$ cat config.mk
export PLATFORM = sky130hd
export DESIGN_NAME = dmsp_queue
export DESIGN_NICKNAME = d
export VERILOG_FILES = /design/src/hw/rtl/dns_message_stream_parser_assert.svh /design/src/hw/rtl/dmsp_pkg.sv /design/src/hw/rtl/dmsp_queue.sv
export SDC_FILE = /design/constraint.sdc
export NUM_CORES = 1
export LEC_CHECK = 0
export BUFFER_PORTS_ARGS = -buffer_cell sky130_fd_sc_hd__buf_2
export CORE_UTILIZATION = 50
export DETAILED_ROUTE_END_ITERATION = 10
export GPL_TIMING_DRIVEN = 0
export PLACE_DENSITY = 0.81
export SLEW_MARGIN = 20
export SYNTH_ARGS = -nofsm -noshare
export SYNTH_HDL_FRONTEND = slang
export SYNTH_SLANG_ARGS = --single-unit
$ cat constraint.sdc
create_clock -name clk -period 8 [get_ports clk]
set_input_delay 1.6 -clock clk [delete_from_list [all_inputs] [get_ports clk]]
set_output_delay 1.6 -clock clk [all_outputs]
set_load 0.01 [all_outputs]
$ cat src/hw/rtl/dns_message_stream_parser_assert.svh
// Assertion macros for the DNS message stream parser.
`ifndef DNS_MESSAGE_STREAM_PARSER_ASSERT_SVH
`define DNS_MESSAGE_STREAM_PARSER_ASSERT_SVH
`ifndef NO_ASSERTIONS
`define DMSP_ASSERT(lbl, cond, msg) \
    lbl: assert property (@(posedge clk) disable iff (!rst_n) (cond)) else $error(msg);
`define DMSP_ASSERT_IMPL(lbl, ante, cons, msg) \
    lbl: assert property (@(posedge clk) disable iff (!rst_n) (ante) |-> (cons)) else $error(msg);
`else
`define DMSP_ASSERT(lbl, cond, msg)
`define DMSP_ASSERT_IMPL(lbl, ante, cons, msg)
`endif
`endif

$ cat src/hw/rtl/dmsp_pkg.sv
package dmsp_pkg;

    localparam logic [4:0] K_ID     = 5'd0;
    localparam logic [4:0] K_QR     = 5'd1;
    localparam logic [4:0] K_OPCODE = 5'd2;
    localparam logic [4:0] K_AA     = 5'd3;
    localparam logic [4:0] K_TC     = 5'd4;
    localparam logic [4:0] K_RD     = 5'd5;
    localparam logic [4:0] K_RA     = 5'd6;
    localparam logic [4:0] K_RCODE  = 5'd7;
    localparam logic [4:0] K_QD     = 5'd8;
    localparam logic [4:0] K_CHAR   = 5'd12;
    localparam logic [4:0] K_NEND   = 5'd13;
    localparam logic [4:0] K_TYPE   = 5'd14;
    localparam logic [4:0] K_CLASS  = 5'd15;
    localparam logic [4:0] K_TTL    = 5'd16;
    localparam logic [4:0] K_RDLEN  = 5'd17;
    localparam logic [4:0] K_RDATA  = 5'd18;
    localparam logic [4:0] K_DONE   = 5'd19;
    localparam logic [4:0] K_ERROR  = 5'd20;

    localparam logic [31:0] E_PTR  = 32'd1;
    localparam logic [31:0] E_OVR  = 32'd2;
    localparam logic [31:0] E_LONG = 32'd3;
    localparam logic [31:0] E_RSVD = 32'd4;

    localparam logic [3:0] PH_HEADER   = 4'd0;
    localparam logic [3:0] PH_NAME_LEN = 4'd1;
    localparam logic [3:0] PH_LABEL    = 4'd2;
    localparam logic [3:0] PH_PTR_LOW  = 4'd3;
    localparam logic [3:0] PH_TYPE     = 4'd4;
    localparam logic [3:0] PH_CLASS    = 4'd5;
    localparam logic [3:0] PH_TTL      = 4'd6;
    localparam logic [3:0] PH_RDLEN    = 4'd7;
    localparam logic [3:0] PH_RDATA    = 4'd8;
    localparam logic [3:0] PH_DONE     = 4'd9;
    localparam logic [3:0] PH_ERROR    = 4'd10;

    localparam logic [7:0] DOT_CHAR = 8'h2e;
    localparam int         Q_DEPTH  = 4;

    typedef struct packed {
        logic        is_question;
        logic [17:0] record_number;
        logic [31:0] token_value;
        logic [4:0]  token_kind;
        logic        last_of_run;
    } tok_t;

    function automatic logic [31:0] flag_value(input logic [4:0] kind, input logic [15:0] v);
        logic [31:0] r;
        r = 32'd0;
        case (kind)
            K_QR:     r = {31'd0, v[15]};
            K_OPCODE: r = {28'd0, v[14:11]};
            K_AA:     r = {31'd0, v[10]};
            K_TC:     r = {31'd0, v[9]};
            K_RD:     r = {31'd0, v[8]};
            K_RA:     r = {31'd0, v[7]};
            K_RCODE:  r = {28'd0, v[3:0]};
            default:  r = 32'd0;
        endcase
        return r;
    endfunction

endpackage

$ cat src/hw/rtl/dmsp_queue.sv
module dmsp_queue (
    input  logic             clk,
    input  logic             rst_n,
    input  logic             push,
    input  dmsp_pkg::tok_t   din,
    output logic             full,
    output logic             head_valid,
    input  logic             head_ready,
    output dmsp_pkg::tok_t   head
);

    localparam int QAW = $clog2(dmsp_pkg::Q_DEPTH);
    localparam int QCW = $clog2(dmsp_pkg::Q_DEPTH + 1);

    dmsp_pkg::tok_t   mem_reg [dmsp_pkg::Q_DEPTH];
    logic [QAW-1:0]   wr_reg;
    logic [QAW-1:0]   rd_reg;
    logic [QCW-1:0]   cnt_reg;
    logic             do_push;
    logic             do_pop;

    assign full       = (cnt_reg == QCW'(dmsp_pkg::Q_DEPTH));
    assign head_valid = (cnt_reg != '0);
    assign head       = mem_reg[rd_reg];
    assign do_push    = push && !full;
    assign do_pop     = head_valid && head_ready;

    always_ff @(posedge clk)
    begin
        if (do_push)
        begin
            mem_reg[wr_reg] <= din;
        end
    end

    always_ff @(posedge clk or negedge rst_n)
    begin
        if (!rst_n)
        begin
            wr_reg  <= '0;
            rd_reg  <= '0;
            cnt_reg <= '0;
        end
        else
        begin
            if (do_push)
            begin
                wr_reg <= wr_reg + 1'b1;
            end
            if (do_pop)
            begin
                rd_reg <= rd_reg + 1'b1;
            end
            if (do_push && !do_pop)
            begin
                cnt_reg <= cnt_reg + 1'b1;
            end
            else if (do_pop && !do_push)
            begin
                cnt_reg <= cnt_reg - 1'b1;
            end
        end
    end

endmodule

==> results of run 1 <==
## through the flow
step / area, um^2 / util / power [W] / setup WS [ps] / hold slack, ps
after floorplan: 8650 / - / 0.00247 / 4350 / 445
after global placement: 9520 / 0.568 / 0.00285 / 3260 / 460
after detailed placement: 9610 / 0.573 / 0.00290 / 4800 / 488
after CTS: 10300 / 0.613 / 0.00387 / 4270 / 502
after global routing: 10300 / 0.613 / 0.00400 / 4210 / 515
final: 10300 / 0.613 / 0.00381 / 4330 / 492
## cell type report
class | instances | area, um^2 | share of cell area
tap | 220 | 275 | 0.0268
clock inverter | 11 | 83.8 | 0.00815
buffer | 14 | 113 | 0.0110
multi-input combinational | 81 | 1510 | 0.147
sequential | 235 | 7020 | 0.683
clock buffer | 26 | 587 | 0.0571
inverter | 3 | 11.3 | 0.00110
timing repair buffer | 123 | 676 | 0.0657
## per-layer routing
layer,track usage,wire length [um],up-vias
met3,0.0403,969,30
met2,0.297,7610,119
met1,0.230,6010,2024
met5,0,0,-
met4,0.0499,277,0
li1,-,-,1718
## cells by family after synthesis
| family | Yosys count | share of synthesized area |
|---|---|---|
| flip-flops | 235 | 0.812 |
| multiplexers | 59 | 0.151 |
| buffers and inverters | 17 | 0.0143 |
| AND/OR/NAND/NOR | 10 | 0.00723 |
| XOR/XNOR | 6 | 0.00608 |
| adder cells (fa/ha/maj) | 6 | 0.00955 |
## power groups by stage
stage / registers (W) / logic (W) / clock network, W
after global placement: 0.00173 / 0.00112 / 0
after floorplan: 0.00171 / 0.000762 / 0
after CTS: 0.00170 / 0.00119 / 0.000988
after detailed placement: 0.00172 / 0.00118 / 0
final: 0.00169 / 0.00115 / 0.000962
after global routing: 0.00171 / 0.00126 / 0.00103
## how the worst max path moves through the flow
stage	end	slack, ps	cells past startpoint
2_1_floorplan	mem_reg[0][0]	4350	3
3_3_place_gp	mem_reg[2][15]	3260	4
3_5_place_dp	head[28]	4800	4
4_1_cts	head[28]	4270	4
5_1_grt	head[46]	4210	3
6_report	head[24]	4330	4
## placed cells by master (no fill, tap or decap), types with 3 or more instances in the layout
master	count
sky130_fd_sc_hd__and2_4	4
sky130_fd_sc_hd__buf_1	3
sky130_fd_sc_hd__buf_12	6
sky130_fd_sc_hd__buf_2	123
sky130_fd_sc_hd__buf_4	4
sky130_fd_sc_hd__clkbuf_1	3
sky130_fd_sc_hd__clkbuf_16	23
sky130_fd_sc_hd__clkinv_1	4
sky130_fd_sc_hd__clkinv_2	3
sky130_fd_sc_hd__dfrtp_1	7
sky130_fd_sc_hd__edfxtp_1	228
sky130_fd_sc_hd__ha_1	5
sky130_fd_sc_hd__inv_1	3
sky130_fd_sc_hd__mux4_2	57
sky130_fd_sc_hd__xnor2_1	4
==> run_results.csv, run 1 <==
group,metric,value,unit
finish,design.final.nets,548,
power,power.share.switching,0.282,
logic_synthesis,total_number_of_yosys_warnings,0,
setup_path,crit-reg2reg-launch,"cnt_reg[0]",
floorplanning,fp.dieH,134,um
floorplanning,die_x,134,um
setup_path,critPathSlowestCell,"sky130_fd_sc_hd__dfrtp_1",
sta,fmax,0.273,GHz
setup_path,worst_ep_required_time,6400,ps
floorplanning,design.portCount,120,
grt,pin_count_of_the_biggest_net_entering_global_routing,34,
cts,tritoncts,"built",
flow_run,timing.max_cap.violations,0,
setup_path,cpMostUsedCell,"sky130_fd_sc_hd__buf_2",
power,power.share.combinational,0.303,
route,drt_wl_total,14900,um
cts,clock_pin_slew_worst_setup_and_hold_paths,60,ps
sta,final-max-slew-violation-count,0,
placed_design,portBuffers,119,
finish,instances_no_fill,713,
route,ant_nets,0,
setup_path,timing.critical_path.buf_inv,3,
logic_synthesis,mappedNetlistArea,8650,um^2
setup_path,cp_max_fo,10,
power,power-per-cell-area,370,nW/um^2
grt,grt.overflow.total,0,
outcome,outcome,"complete, no violations",
power,power.net_switching,0.00107,W
sta,shortest_period_the_worst_path_allows,3670,ps
cts,cts.htree.levels,1,
sta,finalHoldViolations,0,
power,static_leak,3.54,nW
finish,antenna-diode-count,0,
sta,worstMarginPinSlew,724,ps
sta,setup-tns-final,0,ps
logic_synthesis,largest_cells_by_area_after_synthesis,"sky130_fd_sc_hd__edfxtp_1 (79%), sky130_fd_sc_hd__mux4_2 (15%), sky130_fd_sc_hd__dfrtp_1 (2.0%)",
logic_synthesis,synth.largest_area_cell,"sky130_fd_sc_hd__edfxtp_1",
route,wire_per_inst,20.9,um
power,ir_drop,0.302,mV
route,initialDrtViolationCount,225,
setup_path,critical-path-top-delay-family,"buffers and inverters",
worst_hold_path,hold_path.class,"register to register",
power,power_frac_clock,0.253,
cts,cts.sinks,235,
power,p_seq_frac,0.444,
cts,cts_made_buffers,23,
route,drt-pass1-iter-count,4,
grt,groute.usage.overall,0.176,
worst_hold_path,worst_hold_path.endpoint,"cnt_reg[2]",
setup_path,critPathMaxStageDelay,400,ps
placed_design,dpl_wire_length,9350,um
worst_hold_path,min_from,"cnt_reg[2]",
cts,clkLatencyLatePin,500,ps
logic_synthesis,synth_common_cells,"sky130_fd_sc_hd__edfxtp_1 (228), sky130_fd_sc_hd__mux4_2 (57), sky130_fd_sc_hd__dfrtp_1 (7)",
logic_synthesis,async_flop_share,0.0298,
cts,cts.hold.buffers_added,0,
grt,antenna_found_initial,0,
floorplanning,core-area,16800,um^2
finish,area_delta_synth_final,18.9,%
grt,first_global_vias,4162,
cts,ctsLongestPathBuffers,3,
cts,clk_root_buffer_cell,"sky130_fd_sc_hd__clkbuf_16",
setup_path,critical_path.endpoint_type,"output port",
sta,finalCritPeriodShare,0.458,
placed_design,place.detailed.instances,676,
setup_path,worst_setup_path_start_kind,"register",
setup_path,worstSetupPathType,"register to output port",
finish,final_layout_size_suffix_gt1_frac,0.462,
logic_synthesis,netlist_instances,333,
sta,worst_slew_margin_rel,0.517,
sta,skew,7.80,ps
logic_synthesis,ys.flop_type,"sky130_fd_sc_hd__edfxtp_1",
setup_path,worst_setup_path_startpoint,"rd_reg[1]",
finish,fillCellCount,1184,
logic_synthesis,seq_area_frac_synth,0.812,
floorplanning,starting_density_of_the_core,0.516,
floorplanning,design.die.area,17800,um^2
cts,post_cts.repair.setup_buffers,0,
sta,grt_setup_unrepaired,"no",
finish,largest_reg_flops,228,
floorplanning,rows,47,
setup_path,reg2reg_slack,5810,ps
route,dr_total_vias,3891,
worst_hold_path,min_path_cells,1,
logic_synthesis,number_of_enable_type_register_cells_in_the_synthesized_netlist,228,
setup_path,worst_r2r_endpoint,"cnt_reg[2]",
logic_synthesis,yosys_register_bits,235,
power,internal-power,0.00273,W
route,detail_route.drc_violations,0,
logic_synthesis,syn_avg_cell_area,26.0,um^2
sta,setup_viol_count_final,0,
setup_path,path_cells,"buf_2 -> buf_2 -> mux4_2 -> buf_2",
logic_synthesis,postSynthNetCount,400,
logic_synthesis,synth_most_common_cell,"sky130_fd_sc_hd__edfxtp_1",
setup_path,r2r.worst_path.cells,8,
logic_synthesis,synth.top_cell.area_share,0.792,
route,via_per_inst,5.46,
setup_path,worstPathArrival,2070,ps
cts,post_cts_resize_count,0,
grt,grt_first_pass_wirelength,23400,um
placed_design,gp_congestion,0.663,
logic_synthesis,netlist-cell-type-count,21,
No activity file was read; power rests on OpenSTA's default activity.
==> inputs of run 2 (changes only) <==
ABC_AREA = 1   (was unset)
PLACE_DENSITY = 0.8   (was 0.81)
clock period = 3.48 ns   (was 8 ns; I/O delays follow)
==> run_results.csv, run 2 <==
group,metric,value,unit
logic_synthesis,number_of_enable_type_register_cells_in_the_synthesized_netlist,228,
cts,post_cts_resize_count,0,
route,dr_total_vias,5785,
setup_path,worst_setup_path_start_kind,"register",
logic_synthesis,syn_avg_cell_area,13.2,um^2
setup_path,worst_setup_path_startpoint,"rd_reg[1]",
route,wire_per_inst,17.0,um
cts,cts.hold.buffers_added,0,
placed_design,gp_congestion,0.776,
grt,pin_count_of_the_biggest_net_entering_global_routing,24,
logic_synthesis,total_number_of_yosys_warnings,0,
finish,design.final.nets,946,
placed_design,portBuffers,119,
finish,area_delta_synth_final,19.1,%
cts,tritoncts,"built",
setup_path,reg2reg_slack,1110,ps
sta,fmax,0.372,GHz
grt,antenna_found_initial,3,
setup_path,critPathMaxStageDelay,470,ps
finish,mostFrequentLayoutCell,"sky130_fd_sc_hd__edfxtp_1",
route,drt_wl_total,19200,um
setup_path,crit-reg2reg-launch,"cnt_reg[0]",
placed_design,dpl_wire_length,12100,um
setup_path,worst_ep_required_time,2780,ps
setup_path,worstPathArrival,1990,ps
route,initialDrtViolationCount,253,
setup_path,cp_max_fo,10,
sta,final-max-slew-violation-count,0,
floorplanning,core-area,18700,um^2
logic_synthesis,postSynthNetCount,793,
power,design_power_total,0.00983,W
logic_synthesis,largest_cells_by_area_after_synthesis,"sky130_fd_sc_hd__edfxtp_1 (72%), sky130_fd_sc_hd__o211ai_1 (8.9%), sky130_fd_sc_hd__nand2_1 (7.4%)",
logic_synthesis,mappedNetlistArea,9570,um^2
finish,final_layout_size_suffix_gt1_frac,0.221,
flow_run,timing.max_cap.violations,0,
finish,largest_reg_flops,228,
sta,worst_slew_margin_rel,0.496,
floorplanning,fp.dieH,140,um
route,ant_nets,0,
finish,fillCellCount,1372,
setup_path,worstSetupPathType,"register to output port",
placed_design,place.detailed.instances,1087,
logic_synthesis,seq_area_frac_synth,0.734,
sta,setup_viol_count_final,0,
logic_synthesis,synth_common_cells,"sky130_fd_sc_hd__edfxtp_1 (228), sky130_fd_sc_hd__nand2_1 (189), sky130_fd_sc_hd__inv_1 (128)",
floorplanning,design.portCount,120,
setup_path,critPathSlowestCell,"sky130_fd_sc_hd__clkbuf_1",
setup_path,critical-path-top-delay-family,"buffers and inverters",
logic_synthesis,ys.flop_type,"sky130_fd_sc_hd__edfxtp_1",
placed_design,dp_worst_setup_slack,973,ps
floorplanning,rows,50,
cts,cts.sinks,235,
grt,grt_first_pass_wirelength,29800,um
logic_synthesis,async_flop_share,0.0298,
sta,worst_slack,792,ps
logic_synthesis,synth.top_cell.area_share,0.716,
grt,grt.overflow.total,0,
setup_path,path_cells,"buf_2 -> clkbuf_1 -> o211ai_1 -> nand2_1 -> buf_2",
cts,cts_made_buffers,24,
sta,grt_setup_unrepaired,"no",
route,via_per_inst,5.12,
cts,clkLatencyLatePin,500,ps
sta,worstMarginPinSlew,755,ps
route,detail_route.drc_violations,0,
sta,finalHoldViolations,0,
setup_path,cpMostUsedCell,"sky130_fd_sc_hd__buf_2",
sta,skew,14.8,ps
setup_path,worst_r2r_endpoint,"mem_reg[3][8]",
sta,finalCritPeriodShare,0.772,
finish,instances_no_fill,1129,
route,drt-pass1-iter-count,5,
worst_hold_path,hold_path.class,"input pin to async pin",
cts,clock_pin_slew_worst_setup_and_hold_paths,60,ps
logic_synthesis,synth.largest_area_cell,"sky130_fd_sc_hd__edfxtp_1",
grt,groute.usage.overall,0.201,
sta,shortest_period_the_worst_path_allows,2690,ps
setup_path,r2r.worst_path.cells,6,
outcome,outcome,"complete, no violations",
finish,leading_cell_types_in_the_layout_fill_and_taps_excluded,"sky130_fd_sc_hd__edfxtp_1 (228), sky130_fd_sc_hd__nand2_1 (189), sky130_fd_sc_hd__inv_1 (128)",
power,static_leak,4.68,nW
cts,clk_root_buffer_cell,"sky130_fd_sc_hd__clkbuf_16",
cts,post_cts.repair.setup_buffers,0,
cts,ctsLongestPathBuffers,3,
setup_path,timing.critical_path.buf_inv,3,
floorplanning,die_x,140,um
cts,cts.htree.levels,1,
floorplanning,design.die.area,19700,um^2
floorplanning,starting_density_of_the_core,0.511,
setup_path,critical_path.endpoint_type,"output port",
logic_synthesis,yosys_register_bits,235,
power,power-per-cell-area,863,nW/um^2
grt,first_global_vias,5757,
logic_synthesis,netlist-cell-type-count,17,
logic_synthesis,synth_most_common_cell,"sky130_fd_sc_hd__edfxtp_1",
power,ir_drop,0.618,mV
logic_synthesis,netlist_instances,726,
## run 2: cell types whose count changed after synthesis, sizes merged, moves of 3 or more
cell | before | now
and2 | 4 | 0
nand2 | 1 | 189
mux4 | 57 | 0
clkbuf | 0 | 4
nand3 | 1 | 7
buf | 14 | 34
o211ai | 0 | 114
xnor2 | 4 | 1
inv | 3 | 130
nor2 | 1 | 4
## run 2: cell type report
type                            instances  area, um^2  share of cell area
Tap cell                              234         293              0.0257
Buffer                                 38         339              0.0298
Sequential cell                       235        7020               0.616
Clock inverter                         11        78.8             0.00692
Multi-Input combinational cell        323        1750               0.153
Inverter                              130         488              0.0428
Clock buffer                           30         644              0.0566
Timing Repair Buffer                  127         778              0.0683
Antenna cell                            1        2.50            0.000220
## run 2: worst max path at each step
stage	endpoint	slack (ps)	cells after the start
floorplan	mem_reg[0][0]	-220	2
CTS	head[28]	780	5
detailed placement	mem_reg[3][8]	970	5
global placement	mem_reg[0][13]	-2230	3
finish	head[28]	790	5
global route	head[28]	650	5
## run 2: logic make-up (layout without fill, tap and decap cells)
group / count (synthesis) / after routing / share of synthesized area
buffers and inverters: 168 / 336 / 0.0865
and+or+nand+nor: 201 / 201 / 0.0800
adders and majority gates: 6 / 6 / 0.00863
DFF: 235 / 235 / 0.734
AOI/OAI and AO/OA: 115 / 115 / 0.0900
other: 0 / 1 / 0
xor gates and xnor gates: 1 / 1 / 0.000916
## run 2: power breakdown
group          total (W)  switching [W]  internal (W)
registers        0.00385       0.000135       0.00372
logic            0.00363        0.00230       0.00134
clock network    0.00234       0.000966       0.00137
total            0.00983        0.00340       0.00643
## run 2: metal layers
metal,vias to the layer above,GRT usage,wire [um]
li1,2822,-,-
met1,2746,0.249,7840
met2,178,0.353,9730
met3,35,0.0434,1230
met4,4,0.0613,390
met5,-,0,27
## run 2: per-stage QoR
step / utilization / hold WS (ps) / setup TNS [ps] / area [um^2]
CTS: 0.609 / 2.38 / 0 / 11400
global placement: 0.559 / 476 / -488820 / 10500
detailed placement: 0.570 / 510 / 0 / 10700
finish: 0.609 / 17.2 / 0 / 11400
floorplan: - / 400 / -50130 / 9570
global route: 0.609 / 16.7 / 0 / 11400
